**src/hw/rtl/rice_pkg.sv**
```systemverilog
// ----------------------------------------------------------------------------
// rice_pkg
// Shared types and instruction codes of the integer execute core.
// ----------------------------------------------------------------------------
`default_nettype none

package rice_pkg;

  localparam int unsigned DATA_WORDS_DEF = 1024;
  localparam logic [31:0] START_ADDRESS_RST = 32'h0000_0000;

  // configuration register index (byte address / 4)
  localparam logic REG_START_ADDRESS = 1'b0;

  // primary opcodes
  localparam logic [5:0] OP_SPECIAL = 6'h00;
  localparam logic [5:0] OP_REGIMM  = 6'h01;
  localparam logic [5:0] OP_J       = 6'h02;
  localparam logic [5:0] OP_JAL     = 6'h03;
  localparam logic [5:0] OP_BEQ     = 6'h04;
  localparam logic [5:0] OP_BNE     = 6'h05;
  localparam logic [5:0] OP_BLEZ    = 6'h06;
  localparam logic [5:0] OP_BGTZ    = 6'h07;
  localparam logic [5:0] OP_ADDI    = 6'h08;
  localparam logic [5:0] OP_ADDIU   = 6'h09;
  localparam logic [5:0] OP_SLTI    = 6'h0a;
  localparam logic [5:0] OP_SLTIU   = 6'h0b;
  localparam logic [5:0] OP_ANDI    = 6'h0c;
  localparam logic [5:0] OP_ORI     = 6'h0d;
  localparam logic [5:0] OP_XORI    = 6'h0e;
  localparam logic [5:0] OP_LUI     = 6'h0f;
  localparam logic [5:0] OP_COP0    = 6'h10;
  localparam logic [5:0] OP_LB      = 6'h20;
  localparam logic [5:0] OP_LH      = 6'h21;
  localparam logic [5:0] OP_LW      = 6'h23;
  localparam logic [5:0] OP_LBU     = 6'h24;
  localparam logic [5:0] OP_LHU     = 6'h25;
  localparam logic [5:0] OP_SB      = 6'h28;
  localparam logic [5:0] OP_SH      = 6'h29;
  localparam logic [5:0] OP_SW      = 6'h2b;

  // SPECIAL function codes
  localparam logic [5:0] FN_SLL     = 6'h00;
  localparam logic [5:0] FN_SRL     = 6'h02;
  localparam logic [5:0] FN_SRA     = 6'h03;
  localparam logic [5:0] FN_SLLV    = 6'h04;
  localparam logic [5:0] FN_SRLV    = 6'h06;
  localparam logic [5:0] FN_SRAV    = 6'h07;
  localparam logic [5:0] FN_JR      = 6'h08;
  localparam logic [5:0] FN_JALR    = 6'h09;
  localparam logic [5:0] FN_SYSCALL = 6'h0c;
  localparam logic [5:0] FN_BREAK   = 6'h0d;
  localparam logic [5:0] FN_MFHI    = 6'h10;
  localparam logic [5:0] FN_MTHI    = 6'h11;
  localparam logic [5:0] FN_MFLO    = 6'h12;
  localparam logic [5:0] FN_MTLO    = 6'h13;
  localparam logic [5:0] FN_MULT    = 6'h18;
  localparam logic [5:0] FN_MULTU   = 6'h19;
  localparam logic [5:0] FN_DIV     = 6'h1a;
  localparam logic [5:0] FN_DIVU    = 6'h1b;
  localparam logic [5:0] FN_ADD     = 6'h20;
  localparam logic [5:0] FN_ADDU    = 6'h21;
  localparam logic [5:0] FN_SUB     = 6'h22;
  localparam logic [5:0] FN_SUBU    = 6'h23;
  localparam logic [5:0] FN_AND     = 6'h24;
  localparam logic [5:0] FN_OR      = 6'h25;
  localparam logic [5:0] FN_XOR     = 6'h26;
  localparam logic [5:0] FN_NOR     = 6'h27;
  localparam logic [5:0] FN_SLT     = 6'h2a;
  localparam logic [5:0] FN_SLTU    = 6'h2b;

  // REGIMM rt codes
  localparam logic [4:0] RI_BLTZ    = 5'h00;
  localparam logic [4:0] RI_BGEZ    = 5'h01;
  localparam logic [4:0] RI_BLTZAL  = 5'h10;
  localparam logic [4:0] RI_BGEZAL  = 5'h11;

  // COP0 rs codes
  localparam logic [4:0] CP_MF      = 5'h00;
  localparam logic [4:0] CP_MT      = 5'h04;
  localparam logic [4:0] CP_CO      = 5'h10;

  localparam logic [4:0] LINK_REG   = 5'd31;

  typedef enum logic [1:0] {
    MD_MULT,
    MD_MULTU,
    MD_DIV,
    MD_DIVU
  } md_op_t;

  typedef struct packed {
    logic   start;
    md_op_t op;
  } md_req_t;

endpackage

`default_nettype wire

```
**src/hw/rtl/rice_muldiv.sv**
```systemverilog
// ----------------------------------------------------------------------------
// rice_muldiv
// Multi-cycle multiply and radix-2 restoring divide.
// ----------------------------------------------------------------------------
`default_nettype none

module rice_muldiv (
  input  wire logic             clk,
  input  wire logic             rst_n,
  input  wire rice_pkg::md_req_t req,
  input  wire logic [31:0]      a,
  input  wire logic [31:0]      b,
  output logic                  done,
  output logic [31:0]           hi,
  output logic [31:0]           lo
);

  typedef enum logic [1:0] {M_IDLE, M_MUL, M_DIV, M_FIX} mstate_t;

  mstate_t     state_r;
  logic [31:0] ma_r, mb_r;
  logic [31:0] rem_r, quo_r;
  logic [63:0] prod_r;
  logic        neg_q_r, neg_r_r, is_div_r;
  logic [4:0]  cnt_r;

  logic        sgn;
  logic [32:0] rem_s, diff;
  logic        ge;
  logic [31:0] rem_n, quo_n;
  logic [63:0] prod_neg;

  assign sgn = (req.op == rice_pkg::MD_MULT) || (req.op == rice_pkg::MD_DIV);

  always_comb begin
    rem_s = {rem_r, quo_r[31]};
    diff  = rem_s - {1'b0, mb_r};
    ge    = !diff[32];
    rem_n = ge ? diff[31:0] : rem_s[31:0];
    quo_n = {quo_r[30:0], ge};
    prod_neg = 64'd0 - prod_r;
  end

  always_ff @(posedge clk) begin
    if (!rst_n) begin
      state_r <= M_IDLE;
      done    <= 1'b0;
    end else begin
      done <= 1'b0;
      unique case (state_r)
        M_IDLE: begin
          if (req.start) begin
            ma_r     <= (sgn && a[31]) ? 32'd0 - a : a;
            mb_r     <= (sgn && b[31]) ? 32'd0 - b : b;
            neg_q_r  <= sgn && (a[31] ^ b[31]);
            neg_r_r  <= sgn && a[31];
            is_div_r <= (req.op == rice_pkg::MD_DIV) || (req.op == rice_pkg::MD_DIVU);
            rem_r    <= 32'd0;
            quo_r    <= (sgn && a[31]) ? 32'd0 - a : a;
            cnt_r    <= 5'd0;
            state_r  <= ((req.op == rice_pkg::MD_DIV) || (req.op == rice_pkg::MD_DIVU))
                        ? M_DIV : M_MUL;
          end
        end
        M_MUL: begin
          prod_r  <= 64'(ma_r) * 64'(mb_r);
          state_r <= M_FIX;
        end
        M_DIV: begin
          rem_r <= rem_n;
          quo_r <= quo_n;
          cnt_r <= cnt_r + 5'd1;
          if (cnt_r == 5'd31) begin
            state_r <= M_FIX;
          end
        end
        M_FIX: begin
          if (is_div_r) begin
            lo <= neg_q_r ? 32'd0 - quo_r : quo_r;
            hi <= neg_r_r ? 32'd0 - rem_r : rem_r;
          end else begin
            lo <= neg_q_r ? prod_neg[31:0]  : prod_r[31:0];
            hi <= neg_q_r ? prod_neg[63:32] : prod_r[63:32];
          end
          done    <= 1'b1;
          state_r <= M_IDLE;
        end
        default: state_r <= M_IDLE;
      endcase
    end
  end

endmodule

`default_nettype wire

```
**config.mk**
```make
export PLATFORM = sky130hd
export DESIGN_NAME = rice_muldiv
export DESIGN_NICKNAME = d
export VERILOG_FILES = /design/src/hw/rtl/rice_pkg.sv /design/src/hw/rtl/rice_muldiv.sv
export SDC_FILE = /design/constraint.sdc
export NUM_CORES = 2
export LEC_CHECK = 0
export CELL_PAD_IN_SITES_DETAIL_PLACEMENT = 0
export CELL_PAD_IN_SITES_GLOBAL_PLACEMENT = 1
export CORE_UTILIZATION = 41
export CTS_CLUSTER_DIAMETER = 60
export DETAILED_ROUTE_END_ITERATION = 7
export DONT_BUFFER_PORTS = 1
export PLACE_DENSITY_LB_ADDON = 0.1
export SYNTH_ARGS = -nofsm -noshare
export SYNTH_HDL_FRONTEND = slang
export SYNTH_SLANG_ARGS = --single-unit
```
**constraint.sdc**
```tcl
create_clock -name clk -period 7.15 [get_ports clk]
set_clock_uncertainty 0.2 [all_clocks]
set_input_delay 0 -clock clk [delete_from_list [all_inputs] [get_ports clk]]
set_output_delay 0 -clock clk [all_outputs]
set_load 0.1 [all_outputs]
```
---- Word-level counts from Yosys, hierarchy flattened ----
Index checks and enable logic that the tools add are counted.
cells by class
  reduce and logical (&&, ||, !) cells .... 14
  multiplexer cells ....................... 20
  $mul .................................... 1
  add/subtract/negate cells ............... 7
  bitwise operators ....................... 1
  equality and inequality tests ........... 8
operators with widths
  operator               count
  $mux 32                11
  $pmux 32 s2            2
  $sub 1x32->32 const A  4
  $mul 32x32->64         1
  $sub 1x64->64 const A  1
  $sub 33x32->33         1
  $pmux 5 s2             1
  $eq 2x2->1 const B     4
  $pmux 2 s4             1
  $mux 2                 3
  $reduce_and 2->1       3
  $reduce_and 3->1       2
  $add 5x1->5 const B    1
  $eq 5x5->1 const B     1
  $mux 5                 1
  $logic_not 2->1        2
  $ne 2x2->1 const B     2
  $logic_and 1x1->1      3
  $eq 2x1->1 const B     1
  $logic_or 1x1->1       2
  $reduce_bool 2->1      1
  $logic_not 1->1        1
  $mux 1                 1
  $xor 1x1->1            1
storage, ports and cells
  output and inout bits ................... 65
  register bits after elaboration ......... 267

---- Logic depth before layout (Yosys ltp) ----
  depth after elaboration ................. 6
  gate-level depth with buffers ........... 28

---- Least setup slack after synthesis ----
OpenSTA, ideal clock, no wires.
  path type ............................... register -> register
  start point ............................. reg mb_r[2]
  end point ............................... reg prod_r[61] (data pin)
  library setup time ...................... 0.264 ns
  path buffers ............................ 2
  arrival time ............................ 7.284 ns
  path slack .............................. -0.598 ns
  cell stages (with the launch flop) ...... 26
  cells stage by stage .................... edfxtp_1 > clkbuf_1 > and2_1 > fa_1 > inv_1 > fa_1 > fa_1 > fa_1 > inv_1 > fa_1 > inv_1 > fa_1 > inv_1 > fa_1 > fa_1 > ha_1 > clkbuf_1 > nand2_1 > or4_1 > o21ai_0 > a21oi_1 > o21ai_1 > o21ai_0 > o21ai_0 > a221oi_1 > xnor2_1
between the ends
  cells in the longest elaborated chain, start to end .. 1
RTL lines
  what                    RTL line           source
  start, declared         rice_muldiv.sv:21  logic [31:0] ma_r, mb_r;
  start signal, assigned  rice_muldiv.sv:54  mb_r <= (sgn && b[31]) ? 32'd0 - b : b;
  $mul 32x32->64          rice_muldiv.sv:66  prod_r <= 64'(ma_r) * 64'(mb_r);
  end signal, assigned    rice_muldiv.sv:66
  end, declared           rice_muldiv.sv:23  logic [63:0] prod_r;
Every way passes these cells.
A chain may end at the register's enable or synchronous reset.

---- Worst setup path after layout ----
  start point ............................. reg ma_r[19]
  end point ............................... reg prod_r[56] (data pin)
between the ends
  cells in the longest elaborated chain, start to end .. 1
RTL lines
  what                    RTL line           source
  start, declared         rice_muldiv.sv:21
  start signal, assigned  rice_muldiv.sv:53  ma_r <= (sgn && a[31]) ? 32'd0 - a : a;
  $mul 32x32->64          rice_muldiv.sv:66
Every way passes these cells.

==> load_flow_metrics.sql <==
INSERT INTO impl_metrics (metric_group, metric, value, unit) VALUES
('run_status', 'result_of_the_run', 'finished, violations left', ''),
('run_status', 'failed_checks', 'setup timing', ''),
('yosys', 'post_synth_num_cell_types', '67', ''),
('yosys', 'syn_avg_cell_area', '9.53', 'um^2'),
('yosys', 'ys_async_sr_fraction', '0', '%'),
('floorplan', 'die_area', '120000', 'um^2'),
('sta', 'rsz0062_at_grt', 'true', ''),
('setup_path', 'worst_ep_required_time', '7.29', 'ns'),
('floorplan', 'floorplan.die.width', '346', 'um'),
('detailed_routing', 'finalWirelength', '153000', 'um'),
('setup_path', 'critical_path.max_fanout', '8', ''),
('yosys', 'postSynthRegisterBits', '267', ''),
('clock_tree', 'cts_root_buffer', 'sky130_fd_sc_hd__clkbuf_16', ''),
('setup_path', 'critPathArrivalTime', '7.99', 'ns'),
('sta', 'tmin_final', '7.85', 'ns'),
('sta', 'report.final.setup_viol', '39', ''),
('floorplan', 'die_h', '346', 'um'),
('finish', 'area.growth.synth_to_final', '20.5', '%'),
('hold_path', 'hold_path_class', 'in2reg', ''),
('finish', 'layout-drive-gt1-share', '16.2', '%'),
('yosys', 'synthTopCellsByArea', 'sky130_fd_sc_hd__fa_1 (37%), sky130_fd_sc_hd__edfxtp_1 (16%), sky130_fd_sc_hd__ha_1 (7.9%), sky130_fd_sc_hd__and2_1 (7.8%), sky130_fd_sc_hd__inv_1 (7.1%)', ''),
('yosys', 'post_synth_instance_area', '48500', 'um^2'),
('detailed_routing', 'detailroute.via_count', '36170', ''),
('yosys', 'post_synthesis_cells', '5092', ''),
('clock_tree', 'cts_tree', 'built', ''),
('sta', 'report.final.slew_viol_count', '0', ''),
('hold_path', 'worst_hold_path.num_cells', '3', ''),
('sta', 'max_slew_margin', '26.1', '%'),
('sta', 'finalHoldViolCount', '0', ''),
('floorplan', 'initial_utilization', '41.6', '%'),
('setup_path', 'timing_worst_setup_path_type', 'reg2reg', ''),
('placed_design', 'gp_routability_congestion', '0.890', ''),
('global_routing', 'groute.usage.overall', '26.3', '%'),
('clock_tree', 'cts-buffers-inserted', '39', ''),
('clock_tree', 'path_clk_slew', '0.06', 'ns'),
('setup_path', 'worst-r2r-cell-count', '23', ''),
('global_routing', 'globalRouteMet3Util', '2.18', '%'),
('yosys', 'synth.yosys.warnings', '0', ''),
('yosys', 'count_of_flip_flops_with_a_built_in_enable_after_synthesis', '264', ''),
('placed_design', 'hpwlAfterDp', '123000', 'um'),
('sta', 'fin_setup_tns', '-15.19', 'ns'),
('detailed_routing', 'number_of_antenna_violating_nets_in_the_routed_design', '0', ''),
('detailed_routing', 'drt_first_pass_iters', '5', ''),
('yosys', 'netlist.area_leader.share', '37.0', '%'),
('floorplan', 'rows', '125', ''),
('global_routing', 'grt_util_met2', '47.9', '%'),
('clock_tree', 'clock-sinks', '267', ''),
('detailed_routing', 'routed_wire_length_per_instance', '21.5', 'um'),
('sta', 'post-route-period-util', '110', '%'),
('sta', 'max_clock_freq', '0.127', 'GHz'),
('sta', 'timing.final.ws_setup', '-0.704', 'ns'),
('floorplan', 'io_pins', '134', ''),
('global_routing', 'grt_max_degree', '101', ''),
('yosys', 'yosysTopAreaCell', 'sky130_fd_sc_hd__fa_1', ''),
('placed_design', 'placement.io_buffers', '0', ''),
('clock_tree', 'clock_tree_buffer_depth', '3', ''),
('floorplan', 'core_area', '117000', 'um^2'),
('sta', 'max_slew.worst_pin.slew', '1.11', 'ns'),
('finish', 'finish.net_count', '6803', ''),
('detailed_routing', 'routed_via_density', '5.10', ''),
('global_routing', 'global_route_wire_length_before_repair', '239000', 'um'),
('yosys', 'number_of_nets_produced_by_synthesis', '6364', ''),
('setup_path', 'critical_path.endpoint_type', 'flop', ''),
('flow_run', 'drv_cap', '0', ''),
('global_routing', 'grt_antenna_before_repair', '8', ''),
('global_routing', 'met1_usage', '33.1', '%'),
('global_routing', 'overflow', '0', ''),
('clock_tree', 'clk_latency', '0.62', 'ns'),
('yosys', 'seq_area_frac_synth', '16.5', '%'),
('yosys', 'synth_flop_cell', 'sky130_fd_sc_hd__edfxtp_1', ''),
('global_routing', 'grt_pass1_vias', '39328', ''),
('detailed_routing', 'first_iter_violations', '1988', ''),
('finish', 'nFillCells', '11025', ''),
('clock_tree', 'cts_htree_levels', '2', ''),
('global_routing', 'grt.busiest_layer', 'met2', ''),
('detailed_routing', 'detail_route.drc_violations', '0', ''),
('setup_path', 'startpoint_kind_of_the_worst_setup_timing_path', 'flop', '');
[state kept, by name, summed over array words and instances, names as in the netlist]
name      cells
quo_r        32
is_div_r      1
neg_q_r       1
state_r       2
prod_r       64
cnt_r         5
neg_r_r       1
rem_r        32
ma_r         32
hi           32
mb_r         32
lo           32
done          1
[worst max-delay path, stage by stage (launching register included)]
cell	delay, ns
sky130_fd_sc_hd__edfxtp_1	0.44
sky130_fd_sc_hd__buf_12	0.18
sky130_fd_sc_hd__and2_4	0.16
sky130_fd_sc_hd__fa_1	0.54
sky130_fd_sc_hd__inv_1	0.05
sky130_fd_sc_hd__fa_1	0.49
sky130_fd_sc_hd__fa_1	0.47
sky130_fd_sc_hd__fa_1	0.58
sky130_fd_sc_hd__inv_2	0.04
sky130_fd_sc_hd__fa_1	0.51
sky130_fd_sc_hd__fa_2	0.60
sky130_fd_sc_hd__fa_2	0.48
sky130_fd_sc_hd__fa_1	0.60
sky130_fd_sc_hd__ha_4	0.22
sky130_fd_sc_hd__a21oi_4	0.15
sky130_fd_sc_hd__o21bai_4	0.10
sky130_fd_sc_hd__a31oi_4	0.17
sky130_fd_sc_hd__o221ai_2	0.15
sky130_fd_sc_hd__a41oi_4	0.30
sky130_fd_sc_hd__and4_4	0.30
sky130_fd_sc_hd__o31ai_4	0.10
sky130_fd_sc_hd__a221oi_4	0.41
sky130_fd_sc_hd__mux2i_1	0.23
sky130_fd_sc_hd__nand4_1	0.10
[synthesized netlist by cell type (8+ instances only)]
cell and instances:
sky130_fd_sc_hd__inv_1 920, sky130_fd_sc_hd__fa_1 897, sky130_fd_sc_hd__nand2_1 613, sky130_fd_sc_hd__and2_1 603, sky130_fd_sc_hd__ha_1 306, sky130_fd_sc_hd__edfxtp_1 264
sky130_fd_sc_hd__clkbuf_1 257, sky130_fd_sc_hd__xnor2_1 163, sky130_fd_sc_hd__a21oi_1 155, sky130_fd_sc_hd__nor2_1 148, sky130_fd_sc_hd__o21ai_0 121, sky130_fd_sc_hd__xor2_1 106
sky130_fd_sc_hd__o31ai_1 54, sky130_fd_sc_hd__a21o_1 45, sky130_fd_sc_hd__nand3_1 34, sky130_fd_sc_hd__mux2_2 31, sky130_fd_sc_hd__mux2i_1 28, sky130_fd_sc_hd__nor3_1 26
sky130_fd_sc_hd__or3_1 26, sky130_fd_sc_hd__or4_1 24, sky130_fd_sc_hd__nand4_1 23, sky130_fd_sc_hd__nand2b_1 22, sky130_fd_sc_hd__o41ai_1 21, sky130_fd_sc_hd__nor4_1 20
sky130_fd_sc_hd__nor2b_1 19, sky130_fd_sc_hd__a31oi_1 14, sky130_fd_sc_hd__o21bai_1 14, sky130_fd_sc_hd__a211oi_1 12, sky130_fd_sc_hd__o21a_1 12, sky130_fd_sc_hd__and3_1 11
sky130_fd_sc_hd__a21boi_0 9, sky130_fd_sc_hd__or2_2 8
[what timing repair did]
action                                  in CTS  in global routing
pin swaps                                  116                 68
cloned                                       7                  2
resized for setup                          234                122
endpoints found under the setup margin      40                 45
endpoints found under the hold margin      157                  0
hold buffers                               127                  0
buffers inserted                            67                 33
[final cells by class]
class | count | area [um^2] | area share, %
multi-input cells | 3638 | 37300 | 63.8
flip-flops and latches | 267 | 7990 | 13.7
repair buffers | 664 | 6510 | 11.1
inverters | 921 | 3460 | 5.91
well taps | 1524 | 1910 | 3.26
clock buffers | 41 | 983 | 1.68
clock inverters | 27 | 312 | 0.533
diodes | 5 | 12.5 | 0.0214
[routing by layer]
metal / routed length [um] / share of wire [%]
met1: 63700 / 42
met2: 79300 / 52
met3: 4590 / 3.0
met4: 5140 / 3.4
met5: 0 / 0
[placed cells by master, fill, tap and decap left out, drive strengths merged, types with 9 or more instances in the layout]
cell type | netlist | final
a211oi | 12 | 12
a21boi | 9 | 9
a21o | 45 | 45
a21oi | 157 | 157
a31oi | 14 | 14
and2 | 603 | 603
and3 | 11 | 11
buf | 9 | 533
clkbuf | 257 | 43
clkinv | 1 | 15
dlygate4sd3 | 0 | 127
edfxtp | 264 | 264
fa | 897 | 897
ha | 306 | 306
inv | 920 | 930
mux2 | 31 | 31
mux2i | 28 | 28
nand2 | 613 | 613
nand2b | 23 | 23
nand3 | 34 | 34
nand4 | 23 | 23
nor2 | 148 | 148
nor2b | 19 | 19
nor3 | 26 | 26
nor4 | 20 | 20
o21a | 12 | 12
o21ai | 127 | 127
o21bai | 14 | 14
o31ai | 54 | 54
o41ai | 21 | 21
or2 | 9 | 9
or3 | 29 | 29
or4 | 28 | 28
xnor2 | 163 | 163
xor2 | 106 | 106
[logic make-up (layout without fill, tap and decap cells)]
| family | count (synthesis) | count (layout) | share of synthesized area, % |
|---|---|---|---|
| buffers and inverters | 1187 | 1653 | 9.19 |
| adder cells (fa/ha/maj) | 1203 | 1203 | 44.9 |
| XOR/XNOR | 269 | 269 | 4.86 |
| AO/OA/AOI/OAI | 504 | 504 | 6.45 |
| AND/OR/NAND/NOR | 1602 | 1602 | 16.8 |
| flip-flops | 267 | 267 | 16.5 |
| other | 0 | 5 | 0 |
| multiplexers | 60 | 60 | 1.34 |
[metrics by stage]
step	hold WS (ns)	cells	utilization [%]	setup slack (ns)	cell area (um^2)
6_report	0.0362	7087	50.1	-0.704	58500
5_1_grt	0.0155	7084	50.1	-0.882	58400
4_1_cts	0.000895	7057	49.6	-0.677	57800
3_5_place_dp	-0.101	6793	45.9	-0.886	53600
3_3_place_gp	-0.101	6793	45.9	-0.827	53600
2_1_floorplan	-0.101	5092	-	-0.204	48700
[path summary, 6_finish.rpt]
kind,from,endpoint,slack [ns]
worst max-delay path,ma_r[19]$_DFFE_PP_,prod_r[56]$_DFFE_PP_,-0.70
worst min register to register,state_r[0]$_SDFFE_PN0P_,state_r[0]$_SDFFE_PN0P_,0.39
worst min-delay path,rst_n,state_r[0]$_SDFFE_PN0P_,0.04
worst max register to register,ma_r[19]$_DFFE_PP_,prod_r[56]$_DFFE_PP_,-0.70
Power is left out: the tool's default activity adds up to more than one toggle a clock period on the data nets, which glitch-free logic cannot reach.
